--- config.mk ---
export PLATFORM = sky130hd
export DESIGN_NAME = priority_range_address_decoder
export DESIGN_NICKNAME = d
export VERILOG_FILES = /design/src/rtl/core/prad_pkg.sv /design/src/rtl/core/prad_cell.sv /design/src/rtl/core/priority_range_address_decoder.sv
export SDC_FILE = /design/constraint.sdc
export NUM_CORES = 1
export LEC_CHECK = 0
export ABC_AREA = 1
export BUFFER_PORTS_ARGS = -buffer_cell sky130_fd_sc_hd__buf_4
export CELL_PAD_IN_SITES_DETAIL_PLACEMENT = 0
export CELL_PAD_IN_SITES_GLOBAL_PLACEMENT = 1
export CORE_MARGIN = 8
export CORE_UTILIZATION = 45
export CTS_BUF_LIST = sky130_fd_sc_hd__clkbuf_2
export DETAILED_ROUTE_END_ITERATION = 6
export GPL_TIMING_DRIVEN = 0
export PLACE_DENSITY = 0.87
export SYNTH_ARGS = -nofsm -noshare
export SYNTH_HDL_FRONTEND = slang
export SYNTH_SLANG_ARGS = --single-unit
--- constraint.sdc ---
create_clock -name clk -period 19.9 [get_ports clk]
set_input_delay 1.99 -clock clk [delete_from_list [all_inputs] [get_ports clk]]
set_output_delay 1.99 -clock clk [all_outputs]
set_load 0.1 [all_outputs]
--- src/rtl/core/prad_pkg.sv ---
// Package: shared types and constants for the priority range address decoder.
`timescale 1ns / 1ps

package prad_pkg;

  // Table geometry
  localparam int TABLE_DEPTH  = 8;
  localparam int DEVICE_COUNT = 16;
  localparam int CNT_W        = $clog2(TABLE_DEPTH + 1);

  // Request opcodes
  typedef enum logic [2:0] {
    OP_MAP      = 3'd0,
    OP_RD_BYTE  = 3'd1,
    OP_RD_WORD  = 3'd2,
    OP_WR_BYTE  = 3'd3,
    OP_WR_WORD  = 3'd4
  } opcode_t;

  // Access kinds on the result side
  localparam logic [1:0] KIND_RD_BYTE = 2'd0;
  localparam logic [1:0] KIND_RD_WORD = 2'd1;
  localparam logic [1:0] KIND_WR_BYTE = 2'd2;
  localparam logic [1:0] KIND_WR_WORD = 2'd3;

  // One stored range
  typedef struct packed {
    logic [15:0] range_start;
    logic [15:0] range_end;
    logic [3:0]  device;
    logic        remap;
  } entry_t;

  // Lookup token walking down the cell chain
  typedef struct packed {
    logic        valid;
    logic        found;
    logic [15:0] address;
    logic [3:0]  device;
    logic [15:0] device_address;
  } token_t;

endpackage

--- src/rtl/core/prad_cell.sv ---
// Cell: one table entry plus one stage of the lookup chain.
`timescale 1ns / 1ps

module prad_cell (
  input  logic            clk,
  input  logic            rst,
  input  logic            shift_en,
  input  logic            active,
  input  prad_pkg::entry_t entry_in,
  output prad_pkg::entry_t entry_out,
  input  prad_pkg::token_t tok_in,
  output prad_pkg::token_t tok_out
);
  import prad_pkg::*;

  entry_t entry;
  token_t tok;
  logic   match;

  // Entry storage, shifted toward older cells on a map request
  always_ff @(posedge clk) begin
    if (shift_en) begin
      entry <= entry_in;
    end
  end

  // First match wins: older cells only look if nobody upstream matched
  assign match = active && !tok_in.found &&
                 (tok_in.address >= entry.range_start) &&
                 (tok_in.address <= entry.range_end);

  // Token stage: valid is control and is reset, the rest is payload
  always_ff @(posedge clk) begin
    if (rst) begin
      tok.valid <= 1'b0;
    end else begin
      tok.valid <= tok_in.valid;
    end
    tok.address <= tok_in.address;
    if (match) begin
      tok.found          <= 1'b1;
      tok.device         <= entry.device;
      tok.device_address <= entry.remap ? (tok_in.address - entry.range_start)
                                        : tok_in.address;
    end else begin
      tok.found          <= tok_in.found;
      tok.device         <= tok_in.device;
      tok.device_address <= tok_in.device_address;
    end
  end

  assign entry_out = entry;
  assign tok_out   = tok;

endmodule

--- src/rtl/core/priority_range_address_decoder.sv ---
// Top level: priority range address decoder built as a chain of table cells.
// Lookup: a request's token is registered in each cell in turn; the result comes from the last cell.
// A new request is not accepted until the token of the previous lookup has reached the last cell.
// Map requests produce no result; busy is low for them.
// Synchronous active-high reset empties the table and clears the chain; no sweep.
// The receiver cannot stall: done marks each result for exactly one cycle.
`timescale 1ns / 1ps

module priority_range_address_decoder (
  input  logic        clk,
  input  logic        rst,
  input  logic        start,
  output logic        busy,
  input  logic [2:0]  opcode,
  input  logic [15:0] address,
  input  logic [15:0] range_start,
  input  logic [15:0] range_end,
  input  logic [3:0]  target_device,
  input  logic        remap_flag,
  input  logic [15:0] write_data,
  output logic        done,
  output logic        hit,
  output logic [3:0]  selected_device,
  output logic [15:0] device_address,
  output logic [1:0]  access_kind,
  output logic [15:0] data_out
);
  import prad_pkg::*;

  logic [CNT_W-1:0] count;
  logic [CNT_W-1:0] count_next;
  logic [1:0]       kind;
  logic [15:0]      dout;
  logic [1:0]       kind_next;
  logic [15:0]      dout_next;
  logic             accept;
  logic             is_access;
  logic             do_map;
  entry_t           new_entry;
  token_t           launch;
  entry_t           ent [TABLE_DEPTH];
  token_t           tok [TABLE_DEPTH];

  assign accept = start && !busy;

  // Decode the request
  always_comb begin
    is_access = 1'b1;
    kind_next = KIND_RD_BYTE;
    dout_next = 16'h0000;
    case (opcode_t'(opcode))
      OP_RD_BYTE: kind_next = KIND_RD_BYTE;
      OP_RD_WORD: kind_next = KIND_RD_WORD;
      OP_WR_BYTE: begin
        kind_next = KIND_WR_BYTE;
        dout_next = {8'h00, write_data[7:0]};
      end
      OP_WR_WORD: begin
        kind_next = KIND_WR_WORD;
        dout_next = write_data;
      end
      default: is_access = 1'b0;
    endcase
  end

  assign do_map = accept && (opcode_t'(opcode) == OP_MAP) &&
                  (32'(target_device) < DEVICE_COUNT);

  assign new_entry = '{range_start: range_start, range_end: range_end,
                       device: target_device, remap: remap_flag};

  assign launch = '{valid: accept && is_access, found: 1'b0, address: address,
                    device: 4'h0, device_address: 16'h0000};

  // Entry count saturates at the table depth
  always_comb begin
    count_next = count;
    if (do_map && (32'(count) < TABLE_DEPTH)) begin
      count_next = count + CNT_W'(1);
    end
  end

  always_ff @(posedge clk) begin
    if (rst) begin
      count <= '0;
    end else begin
      count <= count_next;
    end
  end

  // Access kind and write data held for the result
  always_ff @(posedge clk) begin
    if (accept && is_access) begin
      kind <= kind_next;
      dout <= dout_next;
    end
  end

  // Cell chain, newest entry at cell 0
  for (genvar i = 0; i < TABLE_DEPTH; i++) begin : g_cell
    prad_cell u_cell (
      .clk      (clk),
      .rst      (rst),
      .shift_en (do_map),
      .active   (32'(count) > i),
      .entry_in ((i == 0) ? new_entry : ent[(i == 0) ? 0 : i - 1]),
      .entry_out(ent[i]),
      .tok_in   ((i == 0) ? launch : tok[(i == 0) ? 0 : i - 1]),
      .tok_out  (tok[i])
    );
  end

  // Busy while the token is still short of the last cell
  always_comb begin
    busy = 1'b0;
    for (int i = 0; i < TABLE_DEPTH - 1; i++) begin
      busy = busy | tok[i].valid;
    end
  end

  // Result from the last cell
  assign done            = tok[TABLE_DEPTH-1].valid;
  assign hit             = tok[TABLE_DEPTH-1].found;
  assign selected_device = tok[TABLE_DEPTH-1].device;
  assign device_address  = tok[TABLE_DEPTH-1].device_address;
  assign access_kind     = kind;
  assign data_out        = dout;

endmodule
# After elaboration in Yosys (flattened, before gate mapping)
# Index checks and enable logic that the tools add are counted.
# W data, S select, Z words.
dict set report totals {
  elab_cells 174
  register_bits 606
}
dict set report classes {
  reduce_logical 37
  n_addsub 9
  n_bitwise 6
  n_mux 19
  order_cmp 25
  eq_ne 4
}
# operator count
set ops {}
lappend ops {{$mux W20} 7}
lappend ops {{$ge A16 B16 Y1} 8}
lappend ops {{$le A16 B16 Y1} 8}
lappend ops {{$mux W16} 8}
lappend ops {{$sub A16 B16 Y16} 8}
lappend ops {{$pmux W16 S2} 1}
lappend ops {{$logic_and A1 B1 Y1} 27}
lappend ops {{$gt A4 B3 Y1 const B} 4}
lappend ops {{$gt A4 B1 Y1 const B} 2}
lappend ops {{$gt A4 B2 Y1 const B} 2}
lappend ops {{$logic_not A1 Y1} 8}
lappend ops {{$eq A3 B2 Y1 const B} 2}
lappend ops {{$or A1 B1 Y1} 6}
lappend ops {{$pmux W2 S3} 1}
lappend ops {{$add A4 B1 Y4 const B} 1}
lappend ops {{$lt A4 B4 Y1 const B} 1}
lappend ops {{$reduce_or A4 Y1} 1}
lappend ops {{$eq A3 B1 Y1 const B} 1}
lappend ops {{$eq A3 B3 Y1 const B} 1}
lappend ops {{$logic_not A3 Y1} 1}
lappend ops {{$mux W1} 2}

# Logic depth before layout (Yosys ltp)
# Gate-level depths: netlist of the first run.
dict set report logic_depth {
  word_depth 10
  depth_mapped 16
  mapped_depth_nobuf 15
}

# Modules after synthesis
# From an unflattened synthesis of the first run, not the netlist that was laid out.
dict set report hier_totals {
  hier_cells 4051
  hier_area_um2 32548.7
}
# mod cells_per_inst seq_area_each_um2 n_inst area_each_um2
set by_module_without_submodules {}
lappend by_module_without_submodules {{prad_cell at g_cell[0].u_cell ...} 492 1871.8 7 3933.8}
lappend by_module_without_submodules {{prad_cell at g_cell[7].u_cell} 492 1871.8 1 3937.5}
lappend by_module_without_submodules {priority_range_address_decoder 115 620.6 1 1074.8}

# Worst setup path before layout of the first run
# Ideal clock, no wire load.
dict set report synth_timing {
  path_type {input port to flip-flop}
  startpoint {input port opcode[1]}
  endpoint {register count[1]}
  n_path_buf 0
  t_arrival_ps 14672
  slack_ps 5096
  required_ps 19768
  cell_stages 6
  setup_time_ps 132
  path_cell_list {nor2_1 -> inv_1 -> nor3_2 -> nand2_1 -> nand2_1 -> a21oi_1}
}
dict set report synth_via {
  elab_chain_len 3
}
# element line
set synth_lines {}
lappend synth_lines {{start: declaration} priority_range_address_decoder.sv:14} ;# input logic [2:0] opcode,
lappend synth_lines {{$logic_not A3 Y1} priority_range_address_decoder.sv:66} ;# assign do_map = accept && (opcode_t'(opcode) == OP_MAP) &&
lappend synth_lines {{$logic_and A1 B1 Y1} priority_range_address_decoder.sv:66}
lappend synth_lines {{$logic_and A1 B1 Y1} priority_range_address_decoder.sv:78} ;# if (do_map && (32'(count) < TABLE_DEPTH)) begin
lappend synth_lines {{end signal: assignment} priority_range_address_decoder.sv:87} ;# count <= count_next;
lappend synth_lines {{end: declaration} priority_range_address_decoder.sv:30} ;# logic [CNT_W-1:0] count;
# Every way passes these cells.
# A chain may end at the register's enable or synchronous reset.

# Worst setup path after layout of the first run
dict set report layout_timing {
  startpoint {register, netlist name g_cell[1].u_cell.tok_out[37]}
  endpoint {output port busy}
}
dict set report layout_via {
  elab_chain_len 6
}
# element line
set layout_lines {}
lappend layout_lines {{$or A1 B1 Y1 (6 in a row)} priority_range_address_decoder.sv:117} ;# busy = busy | tok[i].valid;
lappend layout_lines {{end: declaration} priority_range_address_decoder.sv:13} ;# output logic busy,
# Every way passes these cells.

==> impl_metrics.json, run 1 <==
{
  "htreeDepth": 4,
  "status": "finished clean",
  "hold_viol": 0,
  "synth_ff_type": "edfxtp_1",
  "vias_per_cell": 4.60,
  "dr.first_iter.drc_count": 1135,
  "core_area_um2": 69800,
  "synth_area_um2": 31600,
  "post_cts_buffers": 0,
  "synth_top_area_share": 0.299,
  "hpwlAfterDp_mm": 64.3,
  "start_util": 0.453,
  "crit_top_cell": "inv_1",
  "yosysSeqAreaShare": 0.484,
  "dr.pass1.iters": 5,
  "cp.required_ns": 17.91,
  "finalMaxSlewViolations": 0,
  "clkLatencyLatePin_ns": 1.32,
  "ys_types": 43,
  "layout_common_cells": "1,414 x nand2_1, 705 x inv_1, 314 x edfxtp_1, 292 x dfxtp_1, 259 x ha_1",
  "drive_above_1_share": 0.119,
  "antenna_found_initial": 1,
  "arrival_ns": 2.17,
  "ctsHoldBuffers": 0,
  "final_common_cell": "nand2_1",
  "cts_root_buf": "clkbuf_2",
  "cts_tree": "yes",
  "fp.dieH_um": 281,
  "synth_nets": 4281,
  "leakage_uw": 0.0184,
  "vdd_drop_max_v": 0.0000491,
  "die-area_um2": 78900,
  "via_count": 24400,
  "gp_congestion": 0.901,
  "power_uw": 2520,
  "ys_seq_elements": 606,
  "pwr-share-seq": 0.542,
  "synthCells": 3939,
  "wire_per_inst_um": 15.0,
  "synth_edf_count": 314,
  "io_pins": 116,
  "slowest_delay_ns": 0.31,
  "fill_cells": 6864,
  "wirelength_mm": 79.7,
  "synthToLayoutAreaGrowth_pct": 12.5,
  "switching_share": 0.289,
  "worst_hold_slack_ns": 0.349,
  "power_frac_comb": 0.112,
  "overflow": 0,
  "antenna_left": 0,
  "cts_inserted_buffers": 159,
  "synth_area_per_cell_um2": 8.02,
  "cp_cell_sequence": "inv_1, nand4_1, nor2_1, inv_1, buf_4",
  "die_w_um": 281,
  "drc": 0,
  "io_buffers": 115,
  "async_reset_ff_frac": 0,
  "yosysTopAreaCell": "edfxtp_1",
  "grt_usage": 0.204,
  "powerDensity_nw_per_um2": 70.8,
  "cp_max_fo": 2,
  "yosysWarnings": 0,
  "ctsResizeCount": 0,
  "fin_worst_skew_ns": 0.110,
  "tightest_slew_ns": 0.969,
  "rows": 97,
  "setup_viol_count_final": 0,
  "fin_crit_sh": 0.209,
  "p_switching_uw": 726,
  "clkPwrFrac": 0.346,
  "cap_viol_max_count": 0,
  "grt_pass1_vias": 24500,
  "nets": 4575,
  "grt_max_degree": 22,
  "rsz0062_at_grt": "false",
  "p_int_uw": 1790,
  "period_needed_ns": 4.16,
  "grt_pass1_wl_mm": 126,
  "hold_class": "reg -> reg",
  "cts.path.max_buffers": 3,
  "clock_sinks": 606,
  "slowest_stage": "dfxtp_1",
  "start_kind": "register",
  "path_clk_slew_ns": 0.10,
  "max_slew_margin": 0.352,
  "crit_type": "reg -> out",
  "fmax_ghz": 0.240,
  "netlist_top_cells_area": "edfxtp_1 30%, dfxtp_1 19%, nand2_1 17%",
  "cp-end-kind": "output port"
}
-- layout make-up --
type | instances | area, um^2 | share of cell area
antenna | 5 | 12.5 | 0.000352
buffer | 54 | 322 | 0.00905
clock buffer | 226 | 1130 | 0.0318
clock inverter | 63 | 380 | 0.0107
inverter | 726 | 2730 | 0.0767
multi-input combinational | 2553 | 13300 | 0.374
sequential | 606 | 15300 | 0.430
tap | 940 | 1180 | 0.0331
timing repair buffer | 133 | 1250 | 0.0351
-- registers in the layout, summed over array words and instances (netlist names) --
signal / cells
data_out: 16
g_cell.u_cell.tok_out: 288
g_cell.u_cell.entry_out: 296
count: 4
access_kind: 2
-- critical path: cells and delay by family (launching register included) --
kind | cells | cell delay (ns)
flops | 1 | 0.31
buf+inv | 3 | 0.35
simple gates | 2 | 0.20
-- synth_stat cells (all sizes together) (2+ instances only) --
master,instances
a211oi,2
a21boi,5
a21o,7
a21oi,157
and2,22
buf,32
clkbuf,22
dfxtp,292
edfxtp,314
fa,8
ha,259
inv,725
mux2i,2
nand2,1451
nand3,207
nand4,42
nor2,251
nor3,8
o21ai,83
or2,11
xnor2,14
xor2,20
-- power by group through the flow --
stage               clock [uW]  combinational, uW  sequential, uW
finish                     871                281            1370
global route               971                319            1370
CTS                        907                282            1370
detailed placement           0                281            1400
global placement             0                271            1400
floorplan                    0                185            1400
-- per-layer routing --
metal,GRT usage,wire [um],vias up
met5,0,0,-
met4,0.118,4230,0
met3,0.0350,2590,198
met2,0.381,41400,483
met1,0.212,31500,10700
li1,-,-,13000
-- metrics by stage --
step,cell area [um^2],utilization,worst slack (ns),instances,TNS (ns)
after CTS,35500,0.509,15.50,5301,0
after floorplan,31600,-,5.10,3939,0
final,35500,0.509,15.74,5306,0
after global placement,33600,0.482,-1.01,4994,-3.00
after detailed placement,34000,0.487,15.59,5012,0
after global routing,35500,0.509,15.52,5302,0
-- final timing paths --
kind / startpoint / endpoint / cells past startpoint / slack [ns]
min: g_cell[4].u_cell.tok_out[20] / g_cell[5].u_cell.tok_out[20] / 0 / 0.35
max reg2reg: g_cell[4].u_cell.entry_out[18] / g_cell[4].u_cell.tok_out[0] / 10 / 17.13
max: g_cell[1].u_cell.tok_out[37] / busy / 5 / 15.74
min reg2reg: g_cell[4].u_cell.tok_out[20] / g_cell[5].u_cell.tok_out[20] / 0 / 0.35
-- cell families (layout without fill, tap and decap cells) --
group | Yosys count | in the layout | synth area share
AND/OR/NAND/NOR | 1994 | 1994 | 0.260
XOR/XNOR | 34 | 34 | 0.00943
adder cells (fa/ha/maj) | 267 | 267 | 0.108
flip-flops | 606 | 606 | 0.484
buffers and inverters | 780 | 1202 | 0.0965
AO/OA/AOI/OAI | 256 | 256 | 0.0425
multiplexers | 2 | 2 | 0.000634
other | 0 | 5 | 0
(Power assumes the default switching activity.)
==> run 2, diff against run 1 <==
--- a/config.mk
+++ b/config.mk
@@ -10,11 +10,11 @@
 export CELL_PAD_IN_SITES_DETAIL_PLACEMENT = 0
 export CELL_PAD_IN_SITES_GLOBAL_PLACEMENT = 1
 export CORE_MARGIN = 8
-export CORE_UTILIZATION = 45
+export CORE_UTILIZATION = 44
 export CTS_BUF_LIST = sky130_fd_sc_hd__clkbuf_2
 export DETAILED_ROUTE_END_ITERATION = 6
 export GPL_TIMING_DRIVEN = 0
-export PLACE_DENSITY = 0.87
+export PLACE_DENSITY = 0.89
 export SYNTH_ARGS = -nofsm -noshare
 export SYNTH_HDL_FRONTEND = slang
 export SYNTH_SLANG_ARGS = --single-unit
==> constraint.sdc (replaced) <==
create_clock -name clk -period 3.8 [get_ports clk]
set_input_delay 0.38 -clock clk [delete_from_list [all_inputs] [get_ports clk]]
set_output_delay 0.38 -clock clk [all_outputs]
set_load 0.1 [all_outputs]
==> run 2 against run 1 <==
  * Register-to-register slack lost 17 ns
  * Setup slack worse by 15 ns
  * Hold slack worse by 0.19 ns
  * Cell count rose by 3.4%
  * Highest routed layer unchanged
  * Non-clock buffer count up 167
==> impl_metrics.json, run 2 (synthesis results as in run 1) <==
{
  "status": "finished clean",
  "rows": 98,
  "cp-end-kind": "register",
  "post_cts_buffers": 0,
  "cap_viol_max_count": 0,
  "powerDensity_nw_per_um2": 360,
  "path_clk_slew_ns": 0.11,
  "grt_pass1_vias": 26000,
  "grt_usage": 0.205,
  "core_area_um2": 71200,
  "final_common_cell": "nand2_1",
  "htreeDepth": 4,
  "switching_share": 0.292,
  "rrSetupSlack_ns": 0.53,
  "dr.first_iter.drc_count": 1224,
  "start_util": 0.443,
  "overflow": 0,
  "stdcell_count": 5487,
  "p_int_uw": 9510,
  "power_frac_comb": 0.120,
  "placed_cells": 5022,
  "p_switching_uw": 3910,
  "max_slew_margin": 0.407,
  "setup_viol_count_final": 0,
  "cts.path.max_buffers": 3,
  "via_count": 25300,
  "fmax_ghz": 0.306,
  "layout_common_cells": "1,414 x nand2_1, 705 x inv_1, 314 x edfxtp_1, 292 x dfxtp_1, 259 x ha_1",
  "reg2reg_depth": 13,
  "holdPathStages": 5,
  "io_buffers": 115,
  "hold_class": "in -> reg",
  "die-area_um2": 80600,
  "crit_type": "in -> reg",
  "cts_root_buf": "clkbuf_2",
  "drc": 0,
  "drive_above_1_share": 0.116,
  "hpwlAfterDp_mm": 63.6,
  "arrival_ns": 4.52,
  "clkPwrFrac": 0.347,
  "cts_inserted_buffers": 156,
  "fp.dieH_um": 284,
  "grt_pass1_wl_mm": 132,
  "worst_slack_ns": 0.528,
  "nets": 4739,
  "leakage_uw": 0.0191,
  "io_pins": 116,
  "clock_sinks": 606,
  "vias_per_cell": 4.61,
  "antenna_left": 0,
  "period_needed_ns": 3.27,
  "slowest_delay_ns": 0.67,
  "dr.pass1.iters": 5,
  "wire_per_inst_um": 15.1,
  "worstHoldStart": "opcode[1]",
  "grt_max_degree": 23,
  "gp_congestion": 0.931,
  "rsz0062_at_grt": "false",
  "rr_endpoint": "count[0]",
  "fin_worst_skew_ns": 0.126,
  "path_buf_inv": 9,
  "cts_tree": "yes",
  "wirelength_mm": 82.8,
  "synthToLayoutAreaGrowth_pct": 18.0,
  "placement.setup.worst_slack_ns": 1.15,
  "cp_max_fo": 20,
  "pwr-share-seq": 0.533,
  "hold_path_end": "g_cell[4].u_cell.entry_out[9]",
  "start_kind": "input port",
  "slowest_stage": "nor3_4",
  "cp.required_ns": 5.05,
  "largest_reg_flops": 296,
  "cp_top_family": "buffers and inverters",
  "finalMaxSlewViolations": 0,
  "vdd_drop_max_v": 0.000311,
  "die_w_um": 284,
  "clkLatencyLatePin_ns": 1.37,
  "crit_cells": 13,
  "fin_crit_sh": 0.861,
  "startpoint": "opcode[2]",
  "cp_cell_sequence": "dlygate4sd3_1, dlygate4sd3_1, buf_4, dlygate4sd3_1, nor3_4, buf_16, buf_16, buf_16, buf_16, nand2_1, nand2_1, a21oi_1, dlygate4sd3_1",
  "tightest_slew_ns": 0.890,
  "antenna_found_initial": 2,
  "timing.rr.start": "g_cell[0].u_cell.tok_out[37]",
  "hold_viol": 0
}
## run 2: repair_timing
action / CTS / global route
endpoints found under the setup margin: 0 / 1
hold buffers: 168 / 0
gates resized for setup: 0 / 0
hold endpoints to repair: 418 / 0
## run 2: worst register-to-register path, cell delays in order (launching register included)
cell and delay [ns]:
dfxtp_1 0.32, inv_1 0.08, nand4_1 0.12, nor2_1 0.18, nand2_1 0.19, nor3_4 0.64, buf_16 0.24, buf_16 0.18
buf_16 0.19, buf_16 0.18, nand2_1 0.11, nand2_1 0.10, a21oi_1 0.06, dlygate4sd3_1 0.57
## run 2: worst max path at each step
stage                                   to  slack [ns]
2_1_floorplan                     count[1]       -4.68
3_3_place_gp                      count[2]       -8.17
3_5_place_dp   g_cell[4].u_cell.tok_out[2]        1.15
4_1_cts                           count[0]        0.16
5_1_grt                           count[0]        0.34
6_report                          count[0]        0.53
## run 2: per-stage QoR
stage	power (uW)	utilization	area (um^2)	setup TNS, ns	hold WS [ns]
6_report	13400	0.523	37300	0	0.162
5_1_grt	14200	0.523	37300	0	0.0408
4_1_cts	13600	0.523	37300	0	0.0254
3_5_place_dp	8770	0.478	34000	0	0.369
3_3_place_gp	8740	0.472	33600	-2246.02	0.376
2_1_floorplan	8310	-	31600	-1317.15	0.351
## run 2: layer usage
layer / vias to the layer above / wire, um / track usage
met2: 526 / 42600 / 0.382
met3: 249 / 2700 / 0.0348
met5: - / 0 / 0
met4: 0 / 4760 / 0.123
li1: 13400 / - / -
met1: 11200 / 32800 / 0.214
## run 2: power by group through the flow
stage                     registers [uW]  clock network (uW)  logic, uW
after floorplan                     7340                   0        967
after global placement              7330                   0       1410
final                               7150                4660       1610
after CTS                           7160                4830       1610
after global routing                7170                5170       1830
after detailed placement            7310                   0       1460
## run 2: layout make-up
cell class                      count  area [um^2]
Antenna cell                        5         12.5
Buffer                             54          322
Clock buffer                      228         1140
Clock inverter                     65          398
Fill cell                        6707        34000
Inverter                          726         2730
Multi-Input combinational cell   2553        13300
Sequential cell                   606        15300
Tap cell                          950         1190
Timing Repair Buffer              300         2930
==> run 3, diff against run 2 <==
--- a/config.mk
+++ b/config.mk
@@ -10,11 +10,11 @@
 export CELL_PAD_IN_SITES_DETAIL_PLACEMENT = 0
 export CELL_PAD_IN_SITES_GLOBAL_PLACEMENT = 1
 export CORE_MARGIN = 8
-export CORE_UTILIZATION = 44
+export CORE_UTILIZATION = 45
 export CTS_BUF_LIST = sky130_fd_sc_hd__clkbuf_2
 export DETAILED_ROUTE_END_ITERATION = 6
 export GPL_TIMING_DRIVEN = 0
-export PLACE_DENSITY = 0.89
+export PLACE_DENSITY = 0.87
 export SYNTH_ARGS = -nofsm -noshare
 export SYNTH_HDL_FRONTEND = slang
 export SYNTH_SLANG_ARGS = --single-unit
==> constraint.sdc (replaced) <==
create_clock -name clk -period 3.95 [get_ports clk]
set_input_delay 0.395 -clock clk [delete_from_list [all_inputs] [get_ports clk]]
set_output_delay 0.395 -clock clk [all_outputs]
set_load 0.1 [all_outputs]
==> run 3 against run 2 <==
  * Count of clock-buffer cells in the layout down 1
  * Largest power group unchanged
  * Die area down 2.1%
  * Sequential power down 3.8%
  * Register-to-register slack better by 0.43 ns
  * Total power down 3.5%
  * First-iteration DRC count down 6.0%
  * Wire length down 0.40%
  * Global-route usage up 0.65 points
  * Critical path type is now reg -> reg
  * Combinational power down 3%
  * Non-clock buffer count up 1
  * Design area about the same
  * Cell count down 0.31%
==> impl_metrics.json, run 3 (synthesis results as in run 1) <==
{
  "status": "finished clean",
  "fin_worst_skew_ns": 0.0943,
  "cp_max_fo": 22,
  "cp-end-kind": "register",
  "ctsResizeCount": 0,
  "grt_max_degree": 23,
  "timing.rr.start": "g_cell[0].u_cell.tok_out[37]",
  "layout_common_cells": "1,414 x nand2_1, 705 x inv_1, 314 x edfxtp_1, 292 x dfxtp_1, 259 x ha_1",
  "fp.dieH_um": 281,
  "gp_congestion": 0.903,
  "slowest_stage": "nor3_4",
  "dpl-instance-area_um2": 34000,
  "post_cts_buffers": 0,
  "crit_type": "reg -> reg",
  "path_clk_slew_ns": 0.12,
  "synthToLayoutAreaGrowth_pct": 18.0,
  "start_util": 0.453,
  "io_pins": 116,
  "vdd_drop_max_v": 0.000247,
  "stdcell_area_um2": 37300,
  "slowest_delay_ns": 0.75,
  "hold_viol": 0,
  "cts_inserted_buffers": 157,
  "powerDensity_nw_per_um2": 347,
  "cts.path.max_buffers": 3,
  "die-area_um2": 78900,
  "finalMaxSlewViolations": 0,
  "vias_per_cell": 4.59,
  "antenna_found_initial": 1,
  "start_kind": "register",
  "wire_per_inst_um": 15.1,
  "drive_above_1_share": 0.116,
  "max_slew_margin": 0.374,
  "via_count": 25100,
  "worstHoldStart": "address[1]",
  "io_buffers": 115,
  "cts_tree": "yes",
  "drc": 0,
  "leakage_uw": 0.0191,
  "antenna_left": 0,
  "crit_top_cell": "nand2_1",
  "cp_cell_sequence": "inv_1, nand4_1, nor2_1, nand2_1, nor3_4, buf_8, buf_16, nand2_1, nand2_1, a21oi_1, dlygate4sd3_1",
  "power_uw": 13000,
  "tightest_slew_ns": 0.936,
  "hold_class": "in -> reg",
  "path_buf_inv": 4,
  "cts_root_buf": "clkbuf_2",
  "rsz0062_at_grt": "false",
  "period_needed_ns": 2.99,
  "cp_top_family": "simple AND/OR/NAND/NOR gates",
  "dr.pass1.iters": 7,
  "clkLatencyLatePin_ns": 1.31,
  "final_common_cell": "nand2_1",
  "grt_pass1_vias": 25500,
  "wirelength_mm": 82.4,
  "worst_hold_slack_ns": 0.169,
  "cap_viol_max_count": 0,
  "startpoint": "g_cell[0].u_cell.tok_out[37]",
  "fmax_ghz": 0.334,
  "overflow": 0,
  "rows": 97,
  "dr.first_iter.drc_count": 1151,
  "grt_usage": 0.212,
  "setup_viol_count_final": 0,
  "largest_reg_flops": 296,
  "cp.required_ns": 5.12,
  "htreeDepth": 4,
  "fin_crit_sh": 0.757,
  "clock_sinks": 606,
  "nets": 4741,
  "core_area_um2": 69800,
  "die_w_um": 281,
  "arrival_ns": 4.16,
  "grt_pass1_wl_mm": 131,
  "hpwlAfterDp_mm": 63.8
}
run 3: cell types whose count changed in the layout (fill, tap and decap cells not counted), moves of 2 or more:
cell,change
clkinv_1,-2
inv_6,-2
bufinv_16,+2
diode_2,-3
dlygate4sd3_1,+2
clkinv_2,-3
clkinv_4,-3
clkinvlp_4,+3
run 3: worst paths after layout:
kind         slack [ns]                            to  depth (start not counted)
min                0.17   g_cell[0].u_cell.tok_out[1]                          5
max                0.96                      count[0]                         11
min reg2reg        0.39  g_cell[3].u_cell.tok_out[20]                          0
max reg2reg        0.96                      count[0]                         11
run 3: area by class of cell:
cell class	instances	area, um^2
Antenna cell	2	5.00
Buffer	54	322
Clock buffer	227	1140
Clock inverter	61	418
Fill cell	6638	32500
Inverter	726	2730
Multi-Input combinational cell	2553	13300
Sequential cell	606	15300
Tap cell	940	1180
Timing Repair Buffer	301	2950
run 3: worst min-delay path, stage by stage:
cell and delay, ns:
dlygate4sd3_1 0.54, buf_4 0.15, fa_1 0.16, mux2i_1 0.10, nor2_4 0.10
run 3: stage by stage:
step           std cells   util   TNS, ns  setup slack, ns
6_report            5470  0.534         0            0.959
5_1_grt             5469  0.534         0            0.766
4_1_cts             5468  0.534         0             1.04
3_5_place_dp        5011  0.488         0             1.26
3_3_place_gp        4994  0.482  -2227.12            -8.09
2_1_floorplan       3939      -  -1272.15            -4.53
run 3: report_power, final:
group	internal [uW]	switching, uW
Combinational	610	945
Clock	1910	2610
Sequential	6730	146
run 3: metal layers:
metal	GRT usage	part of all wire	routed length (um)	vias to the layer above
met1	0.217	0.39	32200	11100
met4	0.129	0.058	4810	0
met5	0	0	0	-
li1	-	-	-	13400
met3	0.0362	0.032	2630	204
met2	0.398	0.52	42800	472
run 3: repair_timing:
action,4_1_cts,5_1_grt
endpoints found under the hold margin,396,0
endpoints found under the setup margin,0,0
hold buffers,169,0
